[config.mk]
export PLATFORM = sky130hd
export DESIGN_NAME = stop_event_ring_core
export DESIGN_NICKNAME = d
export VERILOG_FILES = /design/src/rtl/ser_pkg.sv /design/src/rtl/ser_slot_ram.sv /design/src/rtl/stop_event_ring_core.sv
export VERILOG_INCLUDE_DIRS = /design/src /design/src/rtl
export SDC_FILE = /design/constraint.sdc
export NUM_CORES = 2
export LEC_CHECK = 0
export BUFFER_PORTS_ARGS = -buffer_cell sky130_fd_sc_hd__buf_2
export CAP_MARGIN = 20
export CELL_PAD_IN_SITES_DETAIL_PLACEMENT = 0
export CELL_PAD_IN_SITES_GLOBAL_PLACEMENT = 1
export CORE_MARGIN = 3
export CORE_UTILIZATION = 46
export CTS_CLUSTER_DIAMETER = 50
export DETAILED_ROUTE_END_ITERATION = 6
export PLACE_DENSITY_LB_ADDON = 0.1
export SLEW_MARGIN = 20
export SYNTH_ARGS = -nofsm -noshare
export SYNTH_HDL_FRONTEND = slang
export SYNTH_SLANG_ARGS = --single-unit
export TNS_END_PERCENT = 10
[constraint.sdc]
create_clock -name clk -period 44.8 [get_ports clk]
set_input_delay 2.24 -clock clk [delete_from_list [all_inputs] [get_ports clk]]
set_output_delay 2.24 -clock clk [all_outputs]
set_load 0.1 [all_outputs]
[src/rtl/stop_event_ring_core_macros.svh]
// Assertion macros for the stop event ring core.
`ifndef STOP_EVENT_RING_CORE_MACROS_SVH
`define STOP_EVENT_RING_CORE_MACROS_SVH

// Same-cycle implication, checked while out of reset.
`define SER_ASSERT_NOW(label, ante, cons, msg) \
  label: assert property (@(posedge clk) disable iff (rst) (ante) |-> (cons)) \
    else $error(msg);

// Next-cycle implication, checked while out of reset.
`define SER_ASSERT_NEXT(label, ante, cons, msg) \
  label: assert property (@(posedge clk) disable iff (rst) (ante) |=> (cons)) \
    else $error(msg);

`endif

[src/rtl/ser_pkg.sv]
// Shared types and constants for the stop event ring.
package ser_pkg;

  typedef enum logic [1:0] {
    REQ_ENQ   = 2'd0,
    REQ_POLL  = 2'd1,
    REQ_DROP  = 2'd2,
    REQ_RESET = 2'd3
  } req_t;

  typedef struct packed {
    logic [63:0] id;
    logic [63:0] addr;
    logic [31:0] gen;
    logic [3:0]  kind;
    logic [7:0]  fnum;
    logic [3:0]  tstate;
    logic [7:0]  prio;
    logic [63:0] stamp;
  } slot_t;

  localparam int PADDR_W = 3;
  localparam logic [0:0] REG_DEATH_KIND = 1'b0;
  localparam logic [31:0] DROP_MAX = 32'hFFFF_FFFF;

endpackage

[src/rtl/ser_slot_ram.sv]
// Slot store: one write port and one registered read port.
module ser_slot_ram import ser_pkg::*; #(
  parameter int DEPTH = 16,
  parameter int AW    = 4
) (
  input  logic          clk,
  input  logic          wr_en,
  input  logic [AW-1:0] wr_addr,
  input  slot_t         wr_data,
  input  logic          rd_en,
  input  logic [AW-1:0] rd_addr,
  output slot_t         rd_data
);

  slot_t mem [DEPTH];

  always_ff @(posedge clk) begin
    if (wr_en) begin
      mem[wr_addr] <= wr_data;
    end
  end

  always_ff @(posedge clk) begin
    if (rd_en) begin
      rd_data <= mem[rd_addr];
    end
  end

endmodule

[src/rtl/stop_event_ring_core.sv]
// Stop event ring: bounded event queue with oldest-entry eviction.
//
// Requests arrive on the input channel (in_valid / in_stall); each request
// yields exactly one result word on the output channel (out_valid /
// out_stall). req_type selects enqueue, poll, drop target or store reset.
// A reset request or an enqueue into a free slot goes from the plan step
// straight to the finish step. A poll, a drop, or an enqueue into a full store
// walks every slot through the single read port of the slot RAM, one slot per
// cycle, through one shared stamp comparator, before it finishes.
// One request is in flight at a time; in_stall is high until the sequencer
// is back in idle after the result is committed. A finished result sits in
// the output register, and the next request is accepted meanwhile; it waits
// at its commit step while the receiver holds out_stall. The death kind
// register sits at byte address 0 of the APB port. rst clears the valid
// bits, the stamp (to one), the drop counter and the death kind; slot
// contents need no clearing since a slot is only used while it is valid.
`include "stop_event_ring_core_macros.svh"

module stop_event_ring_core import ser_pkg::*; #(
  parameter int SLOTS = 16
) (
  input  logic               clk,
  input  logic               rst,
  input  logic               in_valid,
  output logic               in_stall,
  input  logic [1:0]         req_type,
  input  logic [63:0]        task_id,
  input  logic [31:0]        task_gen,
  input  logic [3:0]         kind,
  input  logic [7:0]         trap_num,
  input  logic [63:0]        trap_addr,
  input  logic [3:0]         task_state,
  input  logic [7:0]         task_prio,
  output logic               out_valid,
  input  logic               out_stall,
  output logic               found,
  output logic               evicted,
  output logic [63:0]        ev_target_id,
  output logic [31:0]        ev_target_gen,
  output logic [3:0]         ev_kind,
  output logic [7:0]         ev_fault_num,
  output logic [63:0]        ev_fault_addr,
  output logic [3:0]         ev_state,
  output logic [7:0]         ev_prio,
  output logic [31:0]        drop_total,
  input  logic               psel,
  input  logic               penable,
  input  logic               pwrite,
  input  logic [PADDR_W-1:0] paddr,
  input  logic [31:0]        pwdata,
  output logic [31:0]        prdata,
  output logic               pready
);

  localparam int IW = $clog2(SLOTS);
  localparam int CW = $clog2(SLOTS + 1);
  localparam logic [IW-1:0] LAST_IDX = IW'(SLOTS - 1);

  typedef enum logic [3:0] {
    ST_IDLE   = 4'b0001,
    ST_PLAN   = 4'b0010,
    ST_SCAN   = 4'b0100,
    ST_FINISH = 4'b1000
  } state_t;

  state_t          state;
  req_t            req;
  slot_t           item;
  logic [3:0]      death_kind;
  logic [SLOTS-1:0] valid;
  logic [63:0]     next_stamp;
  logic [31:0]     drop_cnt;
  logic [31:0]     drop_cnt_next;
  logic [CW-1:0]   cnt;
  logic            rd_ok;
  logic [IW-1:0]   rd_idx;
  logic            have;
  logic            best_p;
  logic [IW-1:0]   best_idx;
  slot_t           best;
  logic            evict;

  logic            in_fire;
  logic            out_ready;
  logic            commit;
  logic            full;
  logic [IW-1:0]   free_idx;
  logic            rd_en;
  slot_t           rd_data;
  slot_t           wr_data;
  logic            wr_en;
  logic            elig;
  logic            cand_p;
  logic            better;
  logic            cfg_wr;

  assign in_stall  = (state != ST_IDLE);
  assign in_fire   = in_valid && !in_stall;
  assign out_ready = !out_valid || !out_stall;
  assign commit    = (state == ST_FINISH) && out_ready;

  // Configuration port
  assign pready = 1'b1;
  assign cfg_wr = psel && penable && pwrite && pready;

  always_ff @(posedge clk) begin
    if (rst) begin
      death_kind <= '0;
    end else if (cfg_wr && (paddr[2] == REG_DEATH_KIND)) begin
      death_kind <= pwdata[3:0];
    end
  end

  assign prdata = (paddr[2] == REG_DEATH_KIND) ? {28'd0, death_kind} : 32'd0;

  // Free slot search and fill state
  assign full = &valid;

  always_comb begin
    free_idx = '0;
    for (int i = SLOTS - 1; i >= 0; i--) begin
      if (!valid[i]) begin
        free_idx = IW'(i);
      end
    end
  end

  // Slot store
  assign rd_en = (state == ST_SCAN) && (cnt < CW'(SLOTS));
  assign wr_en = commit && (req == REQ_ENQ);

  always_comb begin
    wr_data       = item;
    wr_data.stamp = next_stamp;
  end

  ser_slot_ram #(
    .DEPTH (SLOTS),
    .AW    (IW)
  ) u_ram (
    .clk     (clk),
    .wr_en   (wr_en),
    .wr_addr (best_idx),
    .wr_data (wr_data),
    .rd_en   (rd_en),
    .rd_addr (cnt[IW-1:0]),
    .rd_data (rd_data)
  );

  // Shared compare unit: one candidate slot per cycle
  always_comb begin
    case (req) inside
      REQ_ENQ: begin
        elig   = 1'b1;
        cand_p = (item.kind == death_kind) ? (rd_data.kind != death_kind) : 1'b1;
      end
      REQ_POLL, REQ_DROP: begin
        elig   = valid[rd_idx] && (rd_data.id == item.id) && (rd_data.gen == item.gen);
        cand_p = 1'b1;
      end
      default: begin
        elig   = 1'b0;
        cand_p = 1'b1;
      end
    endcase
  end

  assign better = rd_ok && elig &&
                  (!have || (cand_p && !best_p) ||
                   ((cand_p == best_p) && (rd_data.stamp < best.stamp)));

  always_comb begin
    drop_cnt_next = drop_cnt;
    if (req == REQ_RESET) begin
      drop_cnt_next = '0;
    end else if ((req == REQ_ENQ) && evict && (drop_cnt != DROP_MAX)) begin
      drop_cnt_next = drop_cnt + 32'd1;
    end
  end

  // Sequencer
  always_ff @(posedge clk) begin
    if (rst) begin
      state <= ST_IDLE;
      rd_ok <= 1'b0;
    end else begin
      unique case (state)
        ST_IDLE: begin
          if (in_fire) begin
            state <= ST_PLAN;
          end
        end
        ST_PLAN: begin
          rd_ok <= 1'b0;
          if (req == REQ_RESET || (req == REQ_ENQ && !full)) begin
            state <= ST_FINISH;
          end else begin
            state <= ST_SCAN;
          end
        end
        ST_SCAN: begin
          rd_ok <= rd_en;
          if (rd_ok && (rd_idx == LAST_IDX)) begin
            state <= ST_FINISH;
          end
        end
        ST_FINISH: begin
          if (out_ready) begin
            state <= ST_IDLE;
          end
        end
        default: begin
          state <= ST_IDLE;
        end
      endcase
    end
  end

  // Request capture and scan bookkeeping
  always_ff @(posedge clk) begin
    if (in_fire) begin
      req         <= req_t'(req_type);
      item.id     <= task_id;
      item.addr   <= trap_addr;
      item.gen    <= task_gen;
      item.kind   <= kind;
      item.fnum   <= trap_num;
      item.tstate <= task_state;
      item.prio   <= task_prio;
      item.stamp  <= '0;
    end
    if (state == ST_PLAN) begin
      cnt      <= '0;
      have     <= 1'b0;
      best_p   <= 1'b0;
      best_idx <= free_idx;
      evict    <= full;
    end
    if (state == ST_SCAN) begin
      if (rd_en) begin
        cnt <= cnt + CW'(1);
      end
      rd_idx <= cnt[IW-1:0];
      if (better) begin
        have     <= 1'b1;
        best_p   <= cand_p;
        best_idx <= rd_idx;
        best     <= rd_data;
      end
    end
  end

  // Store state: valid bits, stamp, drop counter
  always_ff @(posedge clk) begin
    if (rst) begin
      valid      <= '0;
      next_stamp <= 64'd1;
      drop_cnt   <= '0;
    end else begin
      if ((state == ST_SCAN) && (req == REQ_DROP) && rd_ok && elig) begin
        valid[rd_idx] <= 1'b0;
      end
      if (commit) begin
        drop_cnt <= drop_cnt_next;
        case (req)
          REQ_ENQ: begin
            valid[best_idx] <= 1'b1;
            next_stamp      <= next_stamp + 64'd1;
          end
          REQ_POLL: begin
            if (have) begin
              valid[best_idx] <= 1'b0;
            end
          end
          REQ_RESET: begin
            valid      <= '0;
            next_stamp <= 64'd1;
          end
          default: begin
          end
        endcase
      end
    end
  end

  // Result register
  always_ff @(posedge clk) begin
    if (rst) begin
      out_valid <= 1'b0;
    end else if (commit) begin
      out_valid <= 1'b1;
    end else if (!out_stall) begin
      out_valid <= 1'b0;
    end
  end

  always_ff @(posedge clk) begin
    if (commit) begin
      found         <= (req == REQ_POLL) && have;
      evicted       <= (req == REQ_ENQ) && evict;
      drop_total    <= drop_cnt_next;
      ev_target_id  <= '0;
      ev_target_gen <= '0;
      ev_kind       <= '0;
      ev_fault_num  <= '0;
      ev_fault_addr <= '0;
      ev_state      <= '0;
      ev_prio       <= '0;
      if ((req == REQ_POLL) && have) begin
        ev_target_id  <= best.id;
        ev_target_gen <= best.gen;
        ev_kind       <= best.kind;
        ev_fault_num  <= best.fnum;
        ev_fault_addr <= best.addr;
        ev_state      <= best.tstate;
        ev_prio       <= best.prio;
      end
    end
  end

  `SER_ASSERT_NEXT(a_accept_plans, in_fire, state == ST_PLAN, "accept did not start planning")
  `SER_ASSERT_NEXT(a_scan_ends, (state == ST_SCAN) && rd_ok && (rd_idx == LAST_IDX), state == ST_FINISH, "scan overran last slot")
  `SER_ASSERT_NOW(a_found_excl, out_valid && found, !evicted, "found and evicted together")
  `SER_ASSERT_NEXT(a_drop_mono, !(commit && (req == REQ_RESET)), drop_cnt >= $past(drop_cnt), "drop counter went down")

endmodule

==> impl_metrics.json <==
{
  "vias_per_cell": 5.87,
  "grt_max_degree": 124,
  "cts_tree": "yes",
  "pwr-share-clk": 0.435,
  "yosys.area.top_type": "edfxtp_1",
  "p_seq_frac": 0.516,
  "nets": 9128,
  "hold_class": "reg2reg",
  "synth-async-reset-ratio": 0,
  "ys_top_cells_by_count": "edfxtp_1, mux4_2, clkbuf_1, and3_1, nor2_1",
  "worst-path-max-fanout": 78,
  "finalCritPeriodShare": 0.175,
  "drt_pre_antenna_iters": 5,
  "gp_congestion": 0.780,
  "drive_gt1_frac": 0.290,
  "initial_core_util": 0.463,
  "p_switching_w": 0.00214,
  "holdWs_ns": 0.418,
  "timing_hold_violations_final": 0,
  "postCtsSetupBuffers": 0,
  "holdPathEnd": "best[72]",
  "endpoint_kind": "register",
  "tns_ns": 0,
  "max_cap_viol_count": 0,
  "synthCells": 8034,
  "hold_buffers": 0,
  "crit_top_cell": "buf_4",
  "grt_pass1_vias": 89700,
  "worstPathCellList": "buf_2, nand2_1, nand2_1, inv_8, buf_4, nand3_1, nor2_4, buf_4, buf_4, buf_4, buf_4",
  "synth_top_area_frac": 0.782,
  "synthTopCellsByArea": "edfxtp_1, mux4_2, dfxtp_1",
  "clock_path_buffers": 4,
  "cpMaxStageDelayCell": "buf_4",
  "final-setup-viol-count": 0,
  "required_ns": 45.42,
  "grt_overflow": 0,
  "run_status": "complete, no violations",
  "yosysMostFrequentCell": "edfxtp_1",
  "rr_worst_depth": 10,
  "track_usage": 0.225,
  "wire_per_inst_um": 32.0,
  "ys_ff_latch": 5006,
  "synth_flop_cell": "edfxtp_1",
  "drt-initial-drc-count": 8366,
  "rr_startpoint": "state[1]",
  "clock_skew_ns": 0.0465,
  "finalWirelength_um": 470000,
  "synth-edff-count": 4873,
  "synth_cell_types": 66,
  "combPwrFrac": 0.049,
  "hp-start": "u_ram.rd_data[72]",
  "core_area_um2": 404000,
  "maxSlewHeadroom": 0.260,
  "ff2ff_setup_slack_ns": 37.51,
  "rsz0062_at_grt": "no",
  "area_growth_pct": 14.4,
  "row_count": 233,
  "fin_crit_ns": 7.86,
  "cp_data_arrival_time_ns": 8.48,
  "fmax_mhz": 127,
  "crit_family": "buffers and inverters",
  "syn-cell-area_um2": 187000,
  "cp_num_buf_inv": 7,
  "clk_pin_slew_ns": 0.05,
  "tightest_slew_ns": 1.11,
  "max_stage_delay_ns": 0.85,
  "insertion_delay_ns": 1.03,
  "ys_warn_count": 0,
  "die_x_um": 644,
  "num_io_pins": 481,
  "p_leak_nw": 68.1,
  "power-per-cell-area_nw_per_um2": 47.3,
  "grt_antenna_before_repair": 25,
  "detail-route-antenna-nets": 0,
  "vias": 86200,
  "switching_share": 0.211,
  "power.internal_w": 0.00799,
  "htree_levels": 6,
  "max-vdd-ir-drop_uv": 48.0,
  "die_h_um": 644,
  "clock_sinks": 5006,
  "hpwl_um": 238000,
  "hold_path_depth": 0,
  "portBuffers": 421,
  "grt_first_pass_wirelength_um": 671000,
  "numCtsBuffers": 558,
  "final_max_slew_viol_count": 0,
  "die_area_um2": 414000,
  "seq_area_frac_synth": 0.797,
  "cp-start-kind": "input pin",
  "drc": 0,
  "crit_type": "in2reg",
  "cts-root-buf": "clkbuf_16",
  "post_cts_resized": 0,
  "r2r_end": "u_ram.mem[13][69]",
  "syn_area_per_cell_um2": 23.3
}
[layout make-up]
type / instances / area, µm²
clock buffers: 698 / 15000
repair buffers: 605 / 3780
multi-input cells: 2525 / 36300
well taps: 5405 / 6760
diodes: 13 / 32.5
clock inverters: 298 / 2690
inverters: 132 / 510
flip-flops and latches: 5006 / 149000
fillers: 31000 / 190000
[worst max path at each step]
stage | startpoint | to | depth (start not counted)
after floorplan | out_stall | u_ram.mem[0][0] | 6
after global placement | out_stall | u_ram.mem[13][58] | 11
after detailed placement | out_stall | u_ram.mem[9][127] | 10
after CTS | out_stall | u_ram.mem[13][32] | 11
after global routing | out_stall | u_ram.mem[13][69] | 11
final | out_stall | u_ram.mem[13][69] | 11
[metrics by stage]
stage	worst slack [ns]	instance area, µm²	util	std cells	power, W
finish	36.94	214000	0.530	14700	0.0101
global route	36.68	214000	0.530	14700	0.0105
CTS	36.84	214000	0.530	14700	0.0102
detailed placement	35.73	196000	0.486	13700	0.00584
global placement	35.78	196000	0.486	13700	0.00583
floorplan	23.60	187000	-	8061	0.00568
[logic make-up after synthesis]
| group | after synthesis | synth area share |
|---|---|---|
| flip-flops | 5006 | 0.797 |
| multiplexers | 1255 | 0.150 |
| AND/OR/NAND/NOR | 779 | 0.0223 |
| buffers and inverters | 530 | 0.0112 |
| AO/OA/AOI/OAI | 262 | 0.00866 |
| XOR/XNOR | 128 | 0.00599 |
| adder cells (fa/ha/maj) | 72 | 0.00482 |
| other | 2 | 0.0000401 |
[cells in the final DEF (no fill, tap or decap), types with 14 or more instances in the layout]
master	count
nand4_1	43
and4_1	14
clkinv_4	14
mux4_2	1244
clkinv_1	100
and3_1	199
clkinvlp_4	21
inv_1	129
clkbuf_16	579
nor3_1	17
nand2_1	132
nand3_1	48
buf_4	161
nor2b_1	42
ha_1	70
or3_1	26
nand2b_1	21
nor4_1	19
buf_12	22
clkinv_2	76
a21oi_1	78
buf_2	421
xor2_1	74
edfxtp_1	4873
clkbuf_1	113
o22ai_1	16
nor2_1	151
bufinv_16	32
o21ai_0	81
conb_1	29
xnor2_1	51
dfxtp_1	129
clkinv_8	14
inv_6	29
a31oi_1	18
nor2_4	18
[power by group through the flow]
stage | logic, W | registers (W) | clock network [W]
6_report | 0.000495 | 0.00523 | 0.00440
5_1_grt | 0.000533 | 0.00524 | 0.00469
4_1_cts | 0.000513 | 0.00523 | 0.00450
3_5_place_dp | 0.000512 | 0.00533 | 0
3_3_place_gp | 0.000509 | 0.00532 | 0
2_1_floorplan | 0.000380 | 0.00530 | 0
[routing by layer]
metal	up-vias	track usage	part of all wire
li1	35500	-	-
met1	47300	0.326	0.43
met2	2845	0.370	0.49
met3	579	0.0305	0.058
met4	6	0.0477	0.021
met5	-	0	0.000085
[registers in the layout (all words and copies together) (netlist names), 64 cells and up]
| name | cells |
|---|---|
| u_ram.mem | 3968 |
| best | 248 |
| u_ram.rd_data | 248 |
| item | 184 |
| ev_fault_addr | 64 |
| ev_target_id | 64 |
| next_stamp | 64 |
No activity file was read; power rests on OpenSTA's default activity.
